$ cat src/rtl/core/mfd_pkg.sv
// ----------------------------------------------------------------------------
// mfd_pkg
// Shared constants, types and codes for the multitap feedback delay.
// ----------------------------------------------------------------------------
`default_nettype none

package mfd_pkg;

  localparam int CHANNELS    = 2;
  localparam int LINE_FRAMES = 4096;
  localparam int FF_TAPS     = 3;
  localparam int FB_TAPS     = 3;

  localparam int SampleW = 24;
  localparam int GainW   = 16;
  localparam int CfgW    = 32;
  localparam int CfgIdxW = 3;
  localparam int TapCnt  = 6;
  localparam int TapIdxW = 3;
  localparam int TapHalf = 3;

  localparam int ChW       = (CHANNELS > 1) ? $clog2(CHANNELS) : 1;
  localparam int FrameW    = $clog2(LINE_FRAMES);
  localparam int LineWords = LINE_FRAMES * CHANNELS;
  localparam int AddrW     = $clog2(LineWords);

  // seven 40-bit products summed, plus headroom
  localparam int AccW   = 43;
  localparam int ProdW  = AccW + GainW;
  localparam int RndSh  = 26;
  localparam int ResW   = ProdW + 1 - RndSh;

  localparam int SampleMax = 8388607;
  localparam int SampleMin = -8388608;

  typedef enum logic [CfgIdxW-1:0] {
    REG_DRY_GAIN = 3'd0,
    REG_OUT_GAIN = 3'd1,
    REG_FF_TAP_A = 3'd2,
    REG_FF_TAP_B = 3'd3,
    REG_FF_TAP_C = 3'd4,
    REG_FB_TAP_A = 3'd5,
    REG_FB_TAP_B = 3'd6,
    REG_FB_TAP_C = 3'd7
  } reg_e;

  typedef enum logic [1:0] {
    MAC_IDLE  = 2'd0,
    MAC_LOAD  = 2'd1,
    MAC_ADD   = 2'd2,
    MAC_SCALE = 2'd3
  } mac_op_e;

  typedef struct packed {
    mac_op_e                   op;
    logic signed [SampleW-1:0] sample;
    logic signed [GainW-1:0]   gain;
  } mac_ctrl_t;

  typedef struct packed {
    logic signed [SampleW-1:0] sample;
    logic                      clip;
  } mac_res_t;

endpackage

`default_nettype wire

$ cat src/rtl/core/mfd_mac.sv
// ----------------------------------------------------------------------------
// mfd_mac
// Shared multiply-accumulate unit: tap sums, output gain, rounding, clamp.
// ----------------------------------------------------------------------------
`default_nettype none

module mfd_mac (
  input  wire logic               clk_i,
  input  wire logic               rst_ni,
  input  wire mfd_pkg::mac_ctrl_t ctrl_i,
  output mfd_pkg::mac_res_t       res_o
);

  localparam int AccW  = mfd_pkg::AccW;
  localparam int ProdW = mfd_pkg::ProdW;
  localparam int ResW  = mfd_pkg::ResW;
  localparam int SW    = mfd_pkg::SampleW;

  localparam logic signed [ProdW:0]  RndBias = (ProdW+1)'(1) << (mfd_pkg::RndSh - 1);
  localparam logic signed [ResW-1:0] ResMax  = ResW'(mfd_pkg::SampleMax);
  localparam logic signed [ResW-1:0] ResMin  = ResW'(mfd_pkg::SampleMin);

  logic signed [AccW-1:0]  acc_q, acc_d;
  logic signed [ProdW-1:0] scale_q, scale_d;
  logic signed [AccW-1:0]  mult_a;
  logic signed [ProdW-1:0] prod;
  logic signed [ProdW:0]   rnd;
  logic signed [ResW-1:0]  res_wide;

  assign mult_a = (ctrl_i.op == mfd_pkg::MAC_SCALE) ? acc_q
                : {{(AccW-SW){ctrl_i.sample[SW-1]}}, ctrl_i.sample};
  assign prod   = mult_a * ctrl_i.gain;

  always_comb begin
    acc_d   = acc_q;
    scale_d = scale_q;
    unique case (ctrl_i.op)
      mfd_pkg::MAC_LOAD:  acc_d   = $signed(prod[AccW-1:0]);
      mfd_pkg::MAC_ADD:   acc_d   = acc_q + $signed(prod[AccW-1:0]);
      mfd_pkg::MAC_SCALE: scale_d = prod;
      default: ;
    endcase
  end

  always_ff @(posedge clk_i or negedge rst_ni) begin
    if (!rst_ni) begin
      acc_q   <= '0;
      scale_q <= '0;
    end else begin
      acc_q   <= acc_d;
      scale_q <= scale_d;
    end
  end

  // round half up at bit 26, then clamp to Q1.23
  assign rnd      = {scale_q[ProdW-1], scale_q} + RndBias;
  assign res_wide = $signed(rnd[ProdW:mfd_pkg::RndSh]);

  always_comb begin
    res_o.clip = 1'b1;
    if (res_wide > ResMax) begin
      res_o.sample = SW'(mfd_pkg::SampleMax);
    end else if (res_wide < ResMin) begin
      res_o.sample = SW'(mfd_pkg::SampleMin);
    end else begin
      res_o.sample = res_wide[SW-1:0];
      res_o.clip   = 1'b0;
    end
  end

endmodule

`default_nettype wire

$ cat config.mk
export PLATFORM = sky130hd
export DESIGN_NAME = mfd_mac
export DESIGN_NICKNAME = d
export VERILOG_FILES = /design/src/rtl/core/mfd_pkg.sv /design/src/rtl/core/mfd_mac.sv
export SDC_FILE = /design/constraint.sdc
export NUM_CORES = 2
export LEC_CHECK = 0
export BUFFER_PORTS_ARGS = -buffer_cell sky130_fd_sc_hd__buf_4
export CORE_ASPECT_RATIO = 0.8
export CORE_MARGIN = 2
export CORE_UTILIZATION = 57
export DETAILED_ROUTE_END_ITERATION = 10
export PLACE_DENSITY = 0.7
export SLEW_MARGIN = 10
export SYNTH_ARGS = -nofsm -noshare
export SYNTH_HDL_FRONTEND = slang
export SYNTH_SLANG_ARGS = --single-unit
$ cat constraint.sdc
create_clock -name clk_i -period 9.68 [get_ports clk_i]
set_input_delay 0.968 -clock clk_i [delete_from_list [all_inputs] [get_ports clk_i]]
set_output_delay 0.968 -clock clk_i [all_outputs]
set_load 0.01 [all_outputs]
* After elaboration in Yosys (flattened, before gate mapping)
Cells that the tools add are included.
Storage, ports and cells: bits of input ports 44, flip-flop bits (word level) 102, output and inout bits 25, word-level logic and storage cells 17
Cells by class: add/subtract/negate cells 2, multiplexer cells 6, multiply operators 1, equal/unequal tests 3, reductions and logical operators 1, order comparisons 2
Operators with widths (count):
- one-hot mux 43 bit (2 select lines) | 1
- adder 59 x 27 -> 60 bit (second input constant) | 1
- multiplier 43 x 16 -> 59 bit | 1
- two-way mux 24 bit | 2
- adder 43 bit | 1
- two-way mux 43 bit | 1
- > comparator 34 x 24 -> 1 bit (second input constant) | 1
- < comparator 34 x 24 -> 1 bit (second input constant) | 1
- equality test 2 bit (second input constant) | 2
- equality test 2 x 1 -> 1 bit (second input constant) | 1
- two-way mux 1 bit | 2
- nonzero test 2 bit | 1

* Logic depth before layout (Yosys ltp)
word-level depth 5, depth in mapped cells 39

* Worst setup path before layout
No wires, ideal clock.
kind input to register, start input port ctrl_i[40] (netlist name), end register acc_q[42], slack 0.207 ns, stages on the path 35, arrival time 9.404 ns, buffers on the path 2, cell sequence ha_1 clkbuf_1 mux2_2 clkbuf_1 and2_1 fa_1 inv_1 fa_1 fa_1 fa_1 inv_1 fa_1 inv_1 fa_1 inv_1 ha_1 a21oi_1 nand2_1 a21oi_1 nand2_1 a21o_1 a21oi_1 o21bai_1 xor2_1 ha_1 nand4_1 or2_1 o221ai_1 a31oi_1 o31a_1 o31ai_2 o21ai_1 a2111oi_0 a41oi_1 nand3_1
Between the ends: longest elaborated chain between the ends 5, elaborated cells between the ends (all ways) 8
Ends and longest elaborated chain:
- from (decl) | line mfd_mac.sv:10 | input wire mfd_pkg::mac_ctrl_t ctrl_i,
- equality test 2 bit | line mfd_mac.sv:30 | assign mult_a = (ctrl_i.op == mfd_pkg::MAC_SCALE) ? acc_q
- two-way mux 43 bit | line mfd_mac.sv:30
- multiplier 43 x 16 -> 59 bit | line mfd_mac.sv:32 | assign prod = mult_a * ctrl_i.gain;
- adder 43 bit | line mfd_mac.sv:39 | mfd_pkg::MAC_ADD: acc_d = acc_q + $signed(prod[AccW-1:0]);
- one-hot mux 43 bit (2 select lines) | line mfd_mac.sv:37 | unique case (ctrl_i.op)
- to (signal assigned) | line mfd_mac.sv:47 | acc_q <= '0;
- to (signal assigned) | line mfd_mac.sv:50 | acc_q <= acc_d;
- to (decl) | line mfd_mac.sv:23 | logic signed [AccW-1:0] acc_q, acc_d;
Several ways; a longest one is shown, not always the timed one. A chain may end at the register's enable or synchronous reset.

* Worst setup path after layout
start input port ctrl_i[40] (netlist name), end register acc_q[42]
Between the ends: longest elaborated chain between the ends 5, elaborated cells between the ends (all ways) 8
Ends and longest elaborated chain:
- equality test 2 bit | line mfd_mac.sv:30
- two-way mux 43 bit | line mfd_mac.sv:30
- multiplier 43 x 16 -> 59 bit | line mfd_mac.sv:32
- named net prod[39] | line mfd_mac.sv:26 | logic signed [ProdW-1:0] prod;
- adder 43 bit | line mfd_mac.sv:39
- one-hot mux 43 bit (2 select lines) | line mfd_mac.sv:37
The timed path passes the listed nets, and every way through them passes these cells.

==> reports/metrics.yaml <==
outcome:
  outcome: "finished, final reports clean"
worst_setup_path:
  cp_max_fo: 16
  worst_path_dominant_cell_family: "adder cells"
  critPathCaptureType: "flop"
  max_stage_delay_ps: 550
  slowest_stage: "fa_1"
  cp.arrival_ps: 9470
  worstPathRequired_ps: 9900
  worstSetupPathType: "in -> reg"
  timing.critical_path.buf_inv: 6
  crit_top_cell: "fa_1"
  startpoint_type: "input port"
placed_design:
  place_inst: 4130
  hpwlAfterDp_microns: 65800
  pre_cts_ws_ps: -92.4
  gp_congestion: 0.919
  io_buffers: 68
timing:
  maxSlewViolCount: 0
  finalSetupViolCount: 0
  finalCritPeriodShare_pct: 95.6
  final-hold-violation-count: 0
  max_freq_ghz: 0.108
  worst_pin_slew_ps: 1100
  final.setup_skew_ps: 16.7
  fin_ws_ps: 429
  fin_setup_tns_ps: 0
  finalWorstPathRequiredPeriod_ps: 9250
  slew_headroom_pct: 26.5
global_route:
  antenna_found_initial: 1
  grt_pass1_wl_microns: 131000
  grt_pass1_vias: 25200
  grt_max_degree: 81
  grtUsageTotal_pct: 30.5
  grt_overflow: 0
layout:
  drive_above_1_share_pct: 7.97
  nets: 4327
  stdcell_count: 4147
  multi_input_area_sq_mm: 0.0245
  fin_util_pct: 61.7
  num-fill-cells: 4426
  antenna_cells: 0
  syn2layout_area_growth_pct: 6.49
  seq_area_sq_mm: 0.00193
routing:
  vias: 23300
  drt_iter0_drc: 1607
  routedWlPerCell_microns: 18.8
  wirelength_microns: 78100
  drt_drc_violations_left: 0
  firstDrtPassIters: 6
  vias_per_cell: 5.62
  antenna_left: 0
yosys:
  synth_cell_type_count: 75
  synth_area_sq_mm: 0.0297
  synthTopCellsByArea: "fa_1 43%, inv_1 9.4%, ha_1 7.7%"
  synth-async-reset-ratio_pct: 100
  ys_ff_latch: 77
  synthesis.area_per_instance_sq_um: 8.64
  yosys_warnings: 0
  yosysSeqAreaShare_pct: 6.48
  ys.flop_type: "dfrtp_1"
  synth.top_cell.area_share_pct: 43.2
  synthCells: 3439
  yosysTopAreaCell: "fa_1"
  synth_edf_count: 0
  synth_nets: 4308
clocking:
  htreeDepth: 3
  cts_buffers: 9
  clockRootBuffer: "clkbuf_16"
  cts_tree: "done"
  cts.path.max_buffers: 2
  numClockSinks: 77
  insertion_delay_ps: 350
  path_clk_slew_ps: 80
run:
  cap_violations: 0
floorplanning:
  rows: 74
  die_y_microns: 208
  initial_utilization_pct: 58.0
  core-area_sq_mm: 0.0513
  fp.dieW_microns: 259
  io_pins: 69
  die-area_sq_mm: 0.0540
hold_path:
  hp-class: "reg -> reg"
## flip-flops by register name, indices dropped and copies added (netlist names)
register / cells
acc_q: 43
scale_q: 34
## cells in the mapped netlist, types with 3 or more instances
library cell / count
a2111oi_0: 3
a211oi_1: 15
a21o_1: 52
a21oi_1: 96
a22oi_1: 5
a311oi_1: 4
a31oi_1: 25
and2_1: 225
and3_1: 22
buf_1: 9
buf_2: 4
clkbuf_1: 150
dfrtp_1: 77
fa_1: 641
ha_1: 184
inv_1: 743
mux2_2: 53
mux2i_1: 24
nand2_1: 556
nand2b_1: 14
nand3_1: 53
nand4_1: 16
nor2_1: 83
nor2b_1: 29
nor3_1: 14
nor3b_1: 4
nor4_1: 4
o211ai_1: 9
o21a_1: 13
o21ai_0: 53
o21ai_1: 62
o21bai_1: 11
o22ai_1: 5
o311ai_1: 3
o31ai_1: 5
o31ai_2: 3
or2_2: 5
or3_1: 5
xnor2_1: 72
xor2_1: 45
## logic make-up (layout without fill, tap and decap cells)
logic type | count (synthesis) | count (layout) | synth area share [%]
adders and majority gates | 825 | 825 | 50.9
xor gates and xnor gates | 117 | 117 | 3.45
muxes | 78 | 78 | 2.87
AOI/OAI and AO/OA | 391 | 391 | 8.38
DFF | 77 | 77 | 6.48
and+or+nand+nor | 1044 | 1044 | 16.5
buffers and inverters | 907 | 931 | 11.5
## tightest hold or removal path, stage by stage (launching register included)
cell and delay (ps):
dfrtp_1 380, nand2_1 50, o21ai_0 60
## layout make-up
type | count | share of cell area (%)
clock buffer | 9 | 0.711
clock inverter | 7 | 0.178
inverter | 744 | 8.82
multi-input combinational | 2455 | 77.4
sequential | 77 | 6.09
tap | 684 | 2.70
timing repair buffer | 171 | 4.07
## final timing paths
| check | from | end | slack (ps) | depth (start not counted) |
|---|---|---|---|---|
| min in group asynchronous | rst_ni | scale_q[51]$_DFFE_PN0P_ | 790 | 1 |
| max in group asynchronous | rst_ni | acc_q[2]$_DFFE_PN0P_ | 8150 | 1 |
| setup reg to reg | acc_q[5]$_DFFE_PN0P_ | acc_q[40]$_DFFE_PN0P_ | 1050 | 32 |
| setup / recovery | ctrl_i[40] | acc_q[42]$_DFFE_PN0P_ | 430 | 31 |
| hold / removal | acc_q[17]$_DFFE_PN0P_ | acc_q[17]$_DFFE_PN0P_ | 540 | 2 |
| hold reg to reg | acc_q[17]$_DFFE_PN0P_ | acc_q[17]$_DFFE_PN0P_ | 540 | 2 |
## layout by cell type (no fill, tap or decap), types with 51 or more instances in the layout
| master | instances |
|---|---|
| fa_1 | 641 |
| mux2_2 | 53 |
| o21ai_1 | 63 |
| nand2_1 | 556 |
| dfrtp_1 | 77 |
| a21o_1 | 52 |
| buf_4 | 170 |
| nor2_1 | 83 |
| o21ai_0 | 51 |
| ha_1 | 182 |
| inv_1 | 743 |
| nand3_1 | 52 |
| and2_1 | 225 |
| xnor2_1 | 71 |
| a21oi_1 | 94 |
## through the flow
step | area [sq um] | hold WS (ps)
5_1_grt | 31700 | 550
2_1_floorplan | 29700 | 472
4_1_cts | 31500 | 532
3_3_place_gp | 31300 | 495
3_5_place_dp | 31300 | 515
6_report | 31700 | 537
## layer usage
metal  up-vias  wire [microns]  share of wire (%)  global-route usage, %
met1     11900           33400                 43                   42.3
met4         0            1960                2.5                   7.55
met3       134            5610                7.2                   5.68
li1      10400               -                  -                      -
met5         -               0                  0                      0
met2       796           37200                 48                   49.6
## repair_timing
action	4_1_cts	5_1_grt
gates resized for setup	0	21
buffers inserted	0	1
setup endpoints to repair	0	9
hold buffers	0	0
Power is left out: the tool's default activity adds up to more than one toggle a clock period on the data nets, which glitch-free logic cannot reach.
